--- config.mk ---
export PLATFORM = sky130hd
export DESIGN_NAME = xor_key_decrypt_and_score
export DESIGN_NICKNAME = d
export VERILOG_FILES = /design/src/xkd_pkg.sv /design/src/xor_key_decrypt_and_score.sv /design/src/xkd_front.sv /design/src/xkd_queue.sv /design/src/xkd_back.sv
export SDC_FILE = /design/constraint.sdc
export NUM_CORES = 1
export LEC_CHECK = 0
export BUFFER_PORTS_ARGS = -buffer_cell sky130_fd_sc_hd__buf_2
export CORE_MARGIN = 2
export CORE_UTILIZATION = 49
export CTS_BUF_LIST = sky130_fd_sc_hd__clkbuf_8
export CTS_CLUSTER_DIAMETER = 50
export DETAILED_ROUTE_END_ITERATION = 7
export PLACE_DENSITY_LB_ADDON = 0.05
export SETUP_SLACK_MARGIN = 0.5
export SYNTH_ARGS = -nofsm -noshare
export SYNTH_HDL_FRONTEND = slang
export SYNTH_SLANG_ARGS = --single-unit
--- constraint.sdc ---
create_clock -name clk_i -period 4.2 [get_ports clk_i]
set_input_delay 1.05 -clock clk_i [delete_from_list [all_inputs] [get_ports clk_i]]
set_output_delay 1.05 -clock clk_i [all_outputs]
set_load 0.005 [all_outputs]
--- src/xkd_pkg.sv ---
`default_nettype none
package xkd_pkg;

  // Result field widths and saturation limits
  localparam int unsigned ScoreW = 17;
  localparam int unsigned SumW   = 19;
  localparam int unsigned PtsW   = 6;
  localparam logic [ScoreW-1:0] ScoreMax = '1;
  localparam logic [SumW-1:0]   SumMax   = '1;

  // Configuration port geometry and register indexes
  localparam int unsigned AddrW = 4;
  localparam int unsigned DataW = 32;
  typedef enum logic [1:0] {
    REG_KEY_FIRST  = 2'd0,
    REG_KEY_SECOND = 2'd1,
    REG_KEY_THIRD  = 2'd2,
    REG_NONE       = 2'd3
  } reg_e;

  // Key byte rotation
  typedef enum logic [1:0] {
    PH_FIRST  = 2'd0,
    PH_SECOND = 2'd1,
    PH_THIRD  = 2'd2
  } phase_e;

  // Classified word handed from front to back
  typedef struct packed {
    logic [7:0]      plain;
    logic [PtsW-1:0] pts;
    logic            bad;
    logic            last;
  } entry_t;

endpackage
`default_nettype wire

--- src/xor_key_decrypt_and_score.sv ---
// Repeating-key XOR decryptor with an English-likeness score.
// Input channel (in_valid_i/in_ready_o): one ciphertext word per transfer,
// cipher_byte_i plus last_byte_i marking the final word of a message.
// Output channel (out_valid_o/out_ready_i): one result per message, carrying
// text_valid_o, text_score_o and byte_sum_o; score and sum read zero when any
// decrypted word was neither printable nor a newline.
// Throughput: one word per cycle while the queue has room. The front decrypts and
// classifies a word in the cycle it is accepted and writes it into a two-entry
// queue; the back accumulates one queued word per cycle into the saturating
// totals unless a final word waits on a held result. out_valid_o is registered
// and is set when the back pops the final word, after any older queued words.
// Keys are set over the APB port at byte addresses 0, 4 and 8 while idle.
// Reset sets all three keys to 'a' (0x61) and clears the message state.
// When the receiver stalls, the result stays in the output register; the
// back keeps absorbing words of the next message until it reaches that
// message's final word, then the queue fills and in_ready_o drops.
`default_nettype none
module xor_key_decrypt_and_score #(
  parameter int unsigned QUEUE_DEPTH = 2
) (
  input  logic                        clk_i,
  input  logic                        rst_ni,
  input  logic                        psel,
  input  logic                        penable,
  input  logic                        pwrite,
  input  logic [xkd_pkg::AddrW-1:0]   paddr,
  input  logic [xkd_pkg::DataW-1:0]   pwdata,
  output logic [xkd_pkg::DataW-1:0]   prdata,
  output logic                        pready,
  input  logic                        in_valid_i,
  output logic                        in_ready_o,
  input  logic [7:0]                  cipher_byte_i,
  input  logic                        last_byte_i,
  output logic                        out_valid_o,
  input  logic                        out_ready_i,
  output logic                        text_valid_o,
  output logic [xkd_pkg::ScoreW-1:0]  text_score_o,
  output logic [xkd_pkg::SumW-1:0]    byte_sum_o
);
  import xkd_pkg::*;

  localparam logic [7:0] KeyReset = 8'h61;

  logic [7:0] key_first_q, key_second_q, key_third_q;
  reg_e       reg_sel;
  logic       wr_en;
  logic       push, pop, full, empty;
  entry_t     front_entry, back_entry;

  // Register access
  assign pready  = 1'b1;
  assign reg_sel = reg_e'(paddr[AddrW-1:2]);
  assign wr_en   = psel && penable && pwrite && pready;

  always_ff @(posedge clk_i or negedge rst_ni) begin
    if (!rst_ni) begin
      key_first_q  <= KeyReset;
      key_second_q <= KeyReset;
      key_third_q  <= KeyReset;
    end else if (wr_en) begin
      case (reg_sel)
        REG_KEY_FIRST:  key_first_q  <= pwdata[7:0];
        REG_KEY_SECOND: key_second_q <= pwdata[7:0];
        REG_KEY_THIRD:  key_third_q  <= pwdata[7:0];
        default: ;
      endcase
    end
  end

  always_comb begin
    case (reg_sel)
      REG_KEY_FIRST:  prdata = {(DataW - 8)'(0), key_first_q};
      REG_KEY_SECOND: prdata = {(DataW - 8)'(0), key_second_q};
      REG_KEY_THIRD:  prdata = {(DataW - 8)'(0), key_third_q};
      default:        prdata = '0;
    endcase
  end

  xkd_front u_front (
    .clk_i         (clk_i),
    .rst_ni        (rst_ni),
    .key_first_i   (key_first_q),
    .key_second_i  (key_second_q),
    .key_third_i   (key_third_q),
    .in_valid_i    (in_valid_i),
    .in_ready_o    (in_ready_o),
    .cipher_byte_i (cipher_byte_i),
    .last_byte_i   (last_byte_i),
    .full_i        (full),
    .push_o        (push),
    .entry_o       (front_entry)
  );

  xkd_queue #(
    .DEPTH (QUEUE_DEPTH)
  ) u_queue (
    .clk_i   (clk_i),
    .rst_ni  (rst_ni),
    .push_i  (push),
    .wdata_i (front_entry),
    .full_o  (full),
    .pop_i   (pop),
    .empty_o (empty),
    .rdata_o (back_entry)
  );

  xkd_back u_back (
    .clk_i        (clk_i),
    .rst_ni       (rst_ni),
    .empty_i      (empty),
    .entry_i      (back_entry),
    .pop_o        (pop),
    .out_valid_o  (out_valid_o),
    .out_ready_i  (out_ready_i),
    .text_valid_o (text_valid_o),
    .text_score_o (text_score_o),
    .byte_sum_o   (byte_sum_o)
  );

endmodule
`default_nettype wire

--- src/xkd_front.sv ---
`default_nettype none
module xkd_front (
  input  logic              clk_i,
  input  logic              rst_ni,
  input  logic [7:0]        key_first_i,
  input  logic [7:0]        key_second_i,
  input  logic [7:0]        key_third_i,
  input  logic              in_valid_i,
  output logic              in_ready_o,
  input  logic [7:0]        cipher_byte_i,
  input  logic              last_byte_i,
  input  logic              full_i,
  output logic              push_o,
  output xkd_pkg::entry_t   entry_o
);
  import xkd_pkg::*;

  localparam logic [7:0] ChSp = 8'h20;
  localparam logic [7:0] ChNl = 8'h0A;
  localparam logic [7:0] ChTl = 8'h7E;

  // Per-byte letter points, case-insensitive
  function automatic logic [2:0] letter_points(input logic [7:0] p);
    logic [7:0] c;
    c = (p >= "A" && p <= "Z") ? (p + 8'd32) : p;
    case (c)
      ChSp: letter_points = 3'd6;
      "e", "t", "a", "o", "i", "n", "s", "h", "r", "d", "l", "u":
        letter_points = 3'd3;
      default: letter_points = (c >= "a" && c <= "z") ? 3'd1 : 3'd0;
    endcase
  endfunction

  // Word matches ending on the current byte, w0 oldest
  function automatic logic [PtsW-1:0] word_points(input logic [7:0] w0, input logic [7:0] w1,
                                                 input logic [7:0] w2, input logic [7:0] w3,
                                                 input logic [7:0] w4);
    logic [PtsW-1:0] pts;
    pts = '0;
    if (w0 == ChSp && w4 == ChSp) begin
      if (w1 == "t" && w2 == "h" && w3 == "e") pts = pts + PtsW'(40);
      if (w1 == "a" && w2 == "n" && w3 == "d") pts = pts + PtsW'(25);
    end
    if (w1 == ChSp && w4 == ChSp) begin
      if (w2 == "o" && w3 == "f") pts = pts + PtsW'(20);
      if (w2 == "t" && w3 == "o") pts = pts + PtsW'(20);
      if (w2 == "i" && w3 == "n") pts = pts + PtsW'(15);
    end
    word_points = pts;
  endfunction

  phase_e     phase_q, phase_d, phase_nx;
  logic [7:0] hist_q [4];
  logic [7:0] key;
  logic [7:0] plain;

  assign in_ready_o = !full_i;
  assign push_o     = in_valid_i && in_ready_o;

  // Pick the key byte for this position
  always_comb begin
    case (phase_q)
      PH_SECOND: begin
        key      = key_second_i;
        phase_nx = PH_THIRD;
      end
      PH_THIRD: begin
        key      = key_third_i;
        phase_nx = PH_FIRST;
      end
      default: begin
        key      = key_first_i;
        phase_nx = PH_SECOND;
      end
    endcase
    phase_d = phase_q;
    if (push_o) begin
      phase_d = last_byte_i ? PH_FIRST : phase_nx;
    end
  end

  // Decrypt and classify
  assign plain         = cipher_byte_i ^ key;
  assign entry_o.plain = plain;
  assign entry_o.bad   = !(plain == ChNl || (plain >= ChSp && plain <= ChTl));
  assign entry_o.last  = last_byte_i;
  assign entry_o.pts   = PtsW'(letter_points(plain))
                       + word_points(hist_q[0], hist_q[1], hist_q[2], hist_q[3], plain);

  // Advance phase and history; drop history at message end
  always_ff @(posedge clk_i or negedge rst_ni) begin
    if (!rst_ni) begin
      phase_q <= PH_FIRST;
      for (int i = 0; i < 4; i++) hist_q[i] <= '0;
    end else begin
      phase_q <= phase_d;
      if (push_o) begin
        if (last_byte_i) begin
          for (int i = 0; i < 4; i++) hist_q[i] <= '0;
        end else begin
          hist_q[0] <= hist_q[1];
          hist_q[1] <= hist_q[2];
          hist_q[2] <= hist_q[3];
          hist_q[3] <= plain;
        end
      end
    end
  end

endmodule
`default_nettype wire

--- src/xkd_queue.sv ---
`default_nettype none
module xkd_queue #(
  parameter int unsigned DEPTH = 2
) (
  input  logic            clk_i,
  input  logic            rst_ni,
  input  logic            push_i,
  input  xkd_pkg::entry_t wdata_i,
  output logic            full_o,
  input  logic            pop_i,
  output logic            empty_o,
  output xkd_pkg::entry_t rdata_o
);
  import xkd_pkg::*;

  localparam int unsigned PtrW = (DEPTH > 1) ? $clog2(DEPTH) : 1;
  localparam int unsigned CntW = $clog2(DEPTH + 1);
  localparam logic [PtrW-1:0] LastPtr = PtrW'(DEPTH - 1);

  entry_t          mem_q [DEPTH];
  logic [PtrW-1:0] wptr_q, wptr_d, rptr_q, rptr_d;
  logic [CntW-1:0] cnt_q, cnt_d;

  assign full_o  = (cnt_q == CntW'(DEPTH));
  assign empty_o = (cnt_q == '0);
  assign rdata_o = mem_q[rptr_q];

  // Advance pointers and fill count
  always_comb begin
    wptr_d = wptr_q;
    rptr_d = rptr_q;
    cnt_d  = cnt_q;
    if (push_i) begin
      wptr_d = (wptr_q == LastPtr) ? '0 : wptr_q + 1'b1;
    end
    if (pop_i) begin
      rptr_d = (rptr_q == LastPtr) ? '0 : rptr_q + 1'b1;
    end
    if (push_i && !pop_i) begin
      cnt_d = cnt_q + 1'b1;
    end else if (pop_i && !push_i) begin
      cnt_d = cnt_q - 1'b1;
    end
  end

  always_ff @(posedge clk_i or negedge rst_ni) begin
    if (!rst_ni) begin
      wptr_q <= '0;
      rptr_q <= '0;
      cnt_q  <= '0;
    end else begin
      wptr_q <= wptr_d;
      rptr_q <= rptr_d;
      cnt_q  <= cnt_d;
    end
  end

  // Store the word
  always_ff @(posedge clk_i) begin
    if (push_i) begin
      mem_q[wptr_q] <= wdata_i;
    end
  end

endmodule
`default_nettype wire

--- src/xkd_back.sv ---
`default_nettype none
module xkd_back (
  input  logic                        clk_i,
  input  logic                        rst_ni,
  input  logic                        empty_i,
  input  xkd_pkg::entry_t             entry_i,
  output logic                        pop_o,
  output logic                        out_valid_o,
  input  logic                        out_ready_i,
  output logic                        text_valid_o,
  output logic [xkd_pkg::ScoreW-1:0]  text_score_o,
  output logic [xkd_pkg::SumW-1:0]    byte_sum_o
);
  import xkd_pkg::*;

  logic              bad_q;
  logic [ScoreW-1:0] score_q;
  logic [SumW-1:0]   sum_q;
  logic [ScoreW:0]   score_add;
  logic [SumW:0]     sum_add;
  logic [ScoreW-1:0] score_sat;
  logic [SumW-1:0]   sum_sat;
  logic              bad_all;
  logic              ovalid_q;
  logic              tvalid_q;
  logic [ScoreW-1:0] tscore_q;
  logic [SumW-1:0]   bsum_q;

  // Take a word unless it ends a message and the result slot is still held
  assign pop_o = !empty_i && (!entry_i.last || !ovalid_q || out_ready_i);

  // Saturating accumulate
  assign score_add = {1'b0, score_q} + (ScoreW + 1)'(entry_i.pts);
  assign sum_add   = {1'b0, sum_q} + (SumW + 1)'(entry_i.plain);
  assign score_sat = (score_add > {1'b0, ScoreMax}) ? ScoreMax : score_add[ScoreW-1:0];
  assign sum_sat   = (sum_add > {1'b0, SumMax}) ? SumMax : sum_add[SumW-1:0];
  assign bad_all   = bad_q || entry_i.bad;

  // Message accumulators; clear at message end
  always_ff @(posedge clk_i or negedge rst_ni) begin
    if (!rst_ni) begin
      bad_q   <= 1'b0;
      score_q <= '0;
      sum_q   <= '0;
    end else if (pop_o) begin
      if (entry_i.last) begin
        bad_q   <= 1'b0;
        score_q <= '0;
        sum_q   <= '0;
      end else begin
        bad_q   <= bad_all;
        score_q <= score_sat;
        sum_q   <= sum_sat;
      end
    end
  end

  // Result register; hold while the receiver stalls
  always_ff @(posedge clk_i or negedge rst_ni) begin
    if (!rst_ni) begin
      ovalid_q <= 1'b0;
    end else if (pop_o && entry_i.last) begin
      ovalid_q <= 1'b1;
    end else if (out_ready_i) begin
      ovalid_q <= 1'b0;
    end
  end

  always_ff @(posedge clk_i) begin
    if (pop_o && entry_i.last) begin
      tvalid_q <= !bad_all;
      tscore_q <= bad_all ? '0 : score_sat;
      bsum_q   <= bad_all ? '0 : sum_sat;
    end
  end

  assign out_valid_o  = ovalid_q;
  assign text_valid_o = tvalid_q;
  assign text_score_o = tscore_q;
  assign byte_sum_o   = bsum_q;

endmodule
`default_nettype wire

# Yosys cells after proc, flatten, opt, wreduce, memory -nomap -nowiden
# Memory sizes are Yosys's and may differ from the RTL's.
# Index checks and enable logic that the tools add are counted.
[word_totals] register_bits=137 elab_cells=144 memories=1 inputBits=52 out_inout_bits=72 mem_bits_rw=32
[classes] n_reduce_logical=39 order_cmp=8 n_addsub=12 n_eq_ne=34 muxes=31 bitwise_logic=1
[memory_table] name="u_queue.mem_q" depth=2 width=16 rd=1 rd_ports_with_merged_regs=0 write_ports=1 line_no="xkd_queue.sv:20" text="entry_t mem_q [DEPTH];"
[ops] op="$eq A8 B7 Y1 const B" count=24
[ops] op="$mux W6" count=10
[ops] op="$mux W19" count=2
[ops] op="$mux W17" count=2
[ops] op="$eq A8 B6 Y1 const B" count=4
[ops] op="$mux W32" count=1
[ops] op="$le A8 B7 Y1 const B" count=3
[ops] op="$pmux W8 S3" count=1
[ops] op="$add A19 B8 Y20" count=1
[ops] op="$gt A20 B19 Y1 const B" count=1
[ops] op="$logic_and A1 B1 Y1" count=19
[ops] op="$add A17 B6 Y18" count=1
[ops] op="$add A6 B5 Y6 const B" count=3
[ops] op="$gt A18 B17 Y1 const B" count=1
[ops] op="$ge A8 B7 Y1 const B" count=2
[ops] op="$pmux W8 S2" count=1
[ops] op="$reduce_or A12 Y1" count=1
[ops] op="$add A8 B6 Y8 const B" count=1
[ops] op="$eq A8 B4 Y1 const B" count=1
[ops] op="$ge A8 B6 Y1 const B" count=1
[ops] op="$logic_not A1 Y1" count=8
[ops] op="$mux W1" count=8
[ops] op="$mux W8" count=1
[ops] op="$xor A8 B8 Y8" count=1
[ops] op="14 further kinds" count=27

# Longest topological paths before layout
[logic_depth] ltp_word=19 mapped_depth=21 mapped_depth_nobuf=20

# Cells and area by module
# Synthesis repeated with hierarchy kept, for this count alone.
[unflattened] cells_unflattened=903 area_unflattened_um2=9569.2
[modules_own_cells] module="xkd_back" n_inst=1 seq_area_each_um2=2062.0 cells_each=417 area_each_um2=4144.0
[modules_own_cells] module="xkd_front" n_inst=1 seq_area_each_um2=850.8 cells_each=312 area_each_um2=2687.6
[modules_own_cells] module="xkd_queue" n_inst=1 seq_area_each_um2=1061.0 cells_each=66 area_each_um2=1392.6
[modules_own_cells] module="xor_key_decrypt_and_score" n_inst=1 seq_area_each_um2=611.8 cells_each=108 area_each_um2=1345.0

# Least setup slack after synthesis
# Ideal clock, no wire load.
[synth_timing] kind="register to register" start="reg u_front.phase_q[0]" end="mem u_queue.mem_q[0][6] (netlist bit) (data pin)" t_required_ns=3.938 setup_time_ns=0.262 path_stages_with_launch=19 arrival_time_ns=3.781 setup_slack_ns=0.157 period_less_slack_ns=4.043 cell_sequence="dfrtp_1 -> inv_1 -> ha_1 -> buf_2 -> a221o_2 -> o21ai_0 -> xor2_1 -> inv_1 -> ha_1 -> o311ai_0 -> a21oi_2 -> o221ai_2 -> o31a_1 -> o41a_1 -> o32a_1 -> fa_1 -> nor2b_1 -> o21ai_1 -> xnor2_1"
[synth_lines] item="from (decl)" line_no="xkd_front.sv:52" text="phase_e phase_q, phase_d, phase_nx;"
[synth_lines] item="from (signal assigned)" line_no="xkd_front.sv:96" text="phase_q <= phase_d;"
[synth_lines] item="to (decl)" line_no="xkd_queue.sv:20"

==> metrics.md <==
| Metric | Value |
|---|---|
| Routed vias | 6842 |
| Clock root buffer | sky130_fd_sc_hd__clkbuf_8 |
| Buffers added on ports | 72 |
| Least-Margin Pin Slew | around 0.91 ns |
| Number of instances in the placed design | about 1.2k |
| Switching share of power | 0.4077 |
| Quantity of hold-fixing buffers added after cts | 0 |
| Iteration count of the initial detailed-routing pass | 8 |
| Overall routing resource usage | 0.2111 |
| Period utilisation layout | 0.9325 |
| Count of H-tree levels built during CTS | 4 |
| Category of the critical setup timing path | flop to flop |
| Post-synthesis area per instance | 10.37 µm² |
| Launching point of the worst reg2reg path | u_front.phase_q[1] |
| Die width | 140.4 µm |
| Count of warnings emitted by yosys | 0 |
| Most numerous cell types in the synthesized netlist | sky130_fd_sc_hd__dfrtp_1 (91), sky130_fd_sc_hd__nand2_1 (88), sky130_fd_sc_hd__o21ai_0 (86) |
| Sinks on Clock Net | 169 |
| Data arrival time at the worst-slack endpoint | 4.20 ns |
| Maximum clock rate | 255.3 MHz |
| Status | finished clean |
| Wire length of the first global-routing pass | ~34 mm |
| Main synth FF type | sky130_fd_sc_hd__dfrtp_1 |
| Share of the yosys chip area belonging to registers | 0.5027 |
| Area growth, synth to finish | 13.08% |
| Proportion of layout cells with a drive suffix above 1 | 0.2363 |
| Share of the core filled with cells | 0.5704 |
| Post-synthesis cell count | 880 |
| Post-synth EDFFs | 69 |
| Number of cell rows | between 40 and 50 |
| Cell accounting for the most synthesized area | sky130_fd_sc_hd__dfrtp_1 |
| Post-synthesis sequential element count | around 170 |
| Min-Delay Startpoint | u_front.hist_q[29] |
| Reg power frac | 0.360 |
| Detailed router's first-iteration violation count | 480 |
| Post-Synthesis Cell Area | 9122 µm² |
| Clk_lat worst skew | approximately 0.46 ns |
| Type of element launching the critical path | flop |
| Share of the synthesized area in the top cell type | 0.2496 |
| Vias in the first global route | approximately 6.8k |
| Least setup slack across all paths after layout | 0.2834 ns |
| Post-detailed-route wirelength per cell | 16.60 µm |
| Clock Pin Slew Worst Setup and Hold Paths | ~0.090 ns |
| Die ar. | about 20000 µm² |
| Global-route congestion overflow total | 0 |
| Number of nets in the final layout | around 1.1k |
| Top cells by area, synth | sky130_fd_sc_hd__dfrtp_1 (25%), sky130_fd_sc_hd__edfxtp_1 (23%), sky130_fd_sc_hd__mux2_2 (4.8%) |
| Standard cell core area | 18090 µm² |
| Classification of the worst-slack hold path | flop to flop |
| Maximum number of pins on one net before global-route repair | 59 |
| Final Instance Count excl. Fillers | 1211 |
| Initial antenna violation count | 0 |
| Critical path data required time | 4.48 ns |
| Proportion of power drawn by the clock network | 0.149 |
| Launching instance or port of the critical path | u_front.phase_q[1] |
| Starting utilization of the core area | 0.5044 |
| Sw power | 0.003138 W |
| Most frequently used cell type in the post-synthesis netlist | sky130_fd_sc_hd__dfrtp_1 |
| Tightest slew margin relative to the limit | 0.3956 |
| Logic gate share of total power | 0.491 |
| Dpl ws | 0.08939 ns |
| Number of pins with negative max-slew slack in the final report | 0 |
| Final setup violation count | 0 |
| Height of the die | between 100 and 150 µm |
| Number of endpoints with negative hold slack in the final report | 0 |
| Top Ports | 124 |
| PwrDens | 746.1 nW/µm² |
| Accumulated negative setup slack | 0 ns |
| Maximum clock insertion buffer count | 2 |
| Highest ir drop seen on vdd | around 0.42 mV |
| Max-cap check violation count | 0 |
| Setup repair after global routing missed its margin | true |
| Capturing element type of the critical path | flop |
| Number of antenna repair diodes | 0 |
| Cell-internal power | 0.004559 W |
| Remaining DRCs | 0 |
| HPWL after detailed placement | 14.03 mm |
| Wirelength, routed | approximately 20 mm |
| Routed Antenna Nets | 0 |
| Post-detailed-route via-to-cell ratio | 5.650 |
| Min cycle time layout | 3.917 ns |
| CP Max Fanout | 9 |
| Final Skew | 0.01925 ns |
| Final weighted congestion in routability-driven placement | between 0.8 and 0.9 |
| Total clock buffers created by CTS | 17 |
| LEAKAGE | 4.329 nW |
| Distinct cell type count after synthesis | 75 |
| CTS tree | done |
| Async S/R FF share, synth | 0.5917 |
==> timing repair <==
| action | CTS | global route |
|---|---|---|
| gates resized for setup | 9 | 3 |
| endpoints found under the setup margin | 25 | 62 |
| gates cloned | 0 | 0 |
| buffers inserted | 2 | 2 |
| pin swaps | 3 | 1 |
==> final timing paths <==
path	end	slack, ns	cells past startpoint
hold reg to reg	u_front.hist_q[29]	0.48	2
min in group asynchronous	u_back.sum_q[14]	0.61	1
max in group asynchronous	key_third_q[6]	2.77	2
setup reg to reg	u_queue.mem_q[0][7]	0.28	17
hold / removal	u_front.hist_q[29]	0.48	2
setup / recovery	u_queue.mem_q[0][7]	0.28	17
==> placed cells by master, fill, tap and decap left out, types with 9 or more instances in the layout <==
| cell | n |
|---|---|
| sky130_fd_sc_hd__dfrtp_1 | 91 |
| sky130_fd_sc_hd__nand2_1 | 87 |
| sky130_fd_sc_hd__o21ai_0 | 85 |
| sky130_fd_sc_hd__buf_2 | 71 |
| sky130_fd_sc_hd__nor2_1 | 69 |
| sky130_fd_sc_hd__edfxtp_1 | 69 |
| sky130_fd_sc_hd__a21oi_1 | 39 |
| sky130_fd_sc_hd__mux2_2 | 39 |
| sky130_fd_sc_hd__buf_4 | 37 |
| sky130_fd_sc_hd__inv_1 | 32 |
| sky130_fd_sc_hd__nand2b_1 | 30 |
| sky130_fd_sc_hd__ha_1 | 25 |
| sky130_fd_sc_hd__conb_1 | 25 |
| sky130_fd_sc_hd__nand3_1 | 21 |
| sky130_fd_sc_hd__clkbuf_8 | 20 |
| sky130_fd_sc_hd__xnor2_1 | 18 |
| sky130_fd_sc_hd__nor3_1 | 13 |
| sky130_fd_sc_hd__and3_1 | 11 |
| sky130_fd_sc_hd__a22o_1 | 11 |
| sky130_fd_sc_hd__xor2_1 | 10 |
| sky130_fd_sc_hd__a31oi_1 | 10 |
| sky130_fd_sc_hd__mux2i_1 | 10 |
| sky130_fd_sc_hd__dfstp_2 | 9 |
==> worst max-delay path: stages (launching register included) <==
cell and delay, ns:
sky130_fd_sc_hd__dfrtp_1 0.40, sky130_fd_sc_hd__inv_1 0.07, sky130_fd_sc_hd__ha_2 0.22, sky130_fd_sc_hd__buf_4 0.17, sky130_fd_sc_hd__a221o_1 0.31, sky130_fd_sc_hd__o21ai_2 0.09
sky130_fd_sc_hd__xor2_2 0.32, sky130_fd_sc_hd__inv_2 0.08, sky130_fd_sc_hd__buf_4 0.19, sky130_fd_sc_hd__o41ai_1 0.58, sky130_fd_sc_hd__a21oi_2 0.13, sky130_fd_sc_hd__nand2_1 0.14
sky130_fd_sc_hd__o32ai_2 0.09, sky130_fd_sc_hd__ha_1 0.30, sky130_fd_sc_hd__a21o_1 0.18, sky130_fd_sc_hd__a21oi_2 0.14, sky130_fd_sc_hd__nand3b_1 0.13, sky130_fd_sc_hd__xor2_1 0.20
==> state kept, by name, indices dropped and copies added, names as in the netlist, 8 cells and up <==
name	count
u_front.hist_q	32
key_first_q	8
u_queue.mem_q	32
u_back.score_q	17
key_second_q	8
u_back.text_score_o	17
u_back.sum_q	19
key_third_q	8
u_back.byte_sum_o	19
==> per-layer routing <==
metal  track usage  part of all wire
met5             0                 0
met4       0.06114             0.016
met2        0.3733              0.50
met1        0.2637              0.43
met3       0.04103             0.047
==> area by class of cell <==
cell class                      count  area [µm²]
Sequential cell                   169        4586
Multi-Input combinational cell    637        4275
Tap cell                          229       286.5
Clock inverter                     12       108.9
Fill cell                        1569        7770
Inverter                           35       131.4
Timing Repair Buffer              109       653.1
Clock buffer                       20       275.3
==> cell families (layout without fill, tap and decap cells) <==
group | after synthesis | count (layout) | share of synthesized area
AND/OR/NAND/NOR | 277 | 277 | 0.1462
AO/OA/AOI/OAI | 221 | 221 | 0.1549
flip-flops | 169 | 169 | 0.5027
buffers and inverters | 97 | 176 | 0.05212
multiplexers | 49 | 49 | 0.05911
XOR/XNOR | 34 | 34 | 0.03923
adder cells (fa/ha/maj) | 31 | 31 | 0.04499
other | 2 | 25 | 0.0008232
==> power by group through the flow <==
| stage | logic [W] | clock network (W) | registers (W) |
|---|---|---|---|
| after detailed placement | 0.00364 | 0 | 0.00281 |
| after global placement | 0.00357 | 0 | 0.00279 |
| after global routing | 0.00418 | 0.00125 | 0.00285 |
| final | 0.00378 | 0.00115 | 0.00277 |
| after CTS | 0.00377 | 0.00118 | 0.00278 |
| after floorplan | 0.00251 | 0 | 0.00274 |
==> through the flow <==
step	hold slack (ns)	cell area (µm²)	total power, W
final	0.4803	10320	0.007697
after global routing	0.5139	10320	0.008284
after CTS	0.4894	10290	0.007725
after detailed placement	0.4686	9833	0.006446
after global placement	0.4566	9833	0.006359
after floorplan	0.4420	9263	0.005252
(Power assumes the default switching activity.)
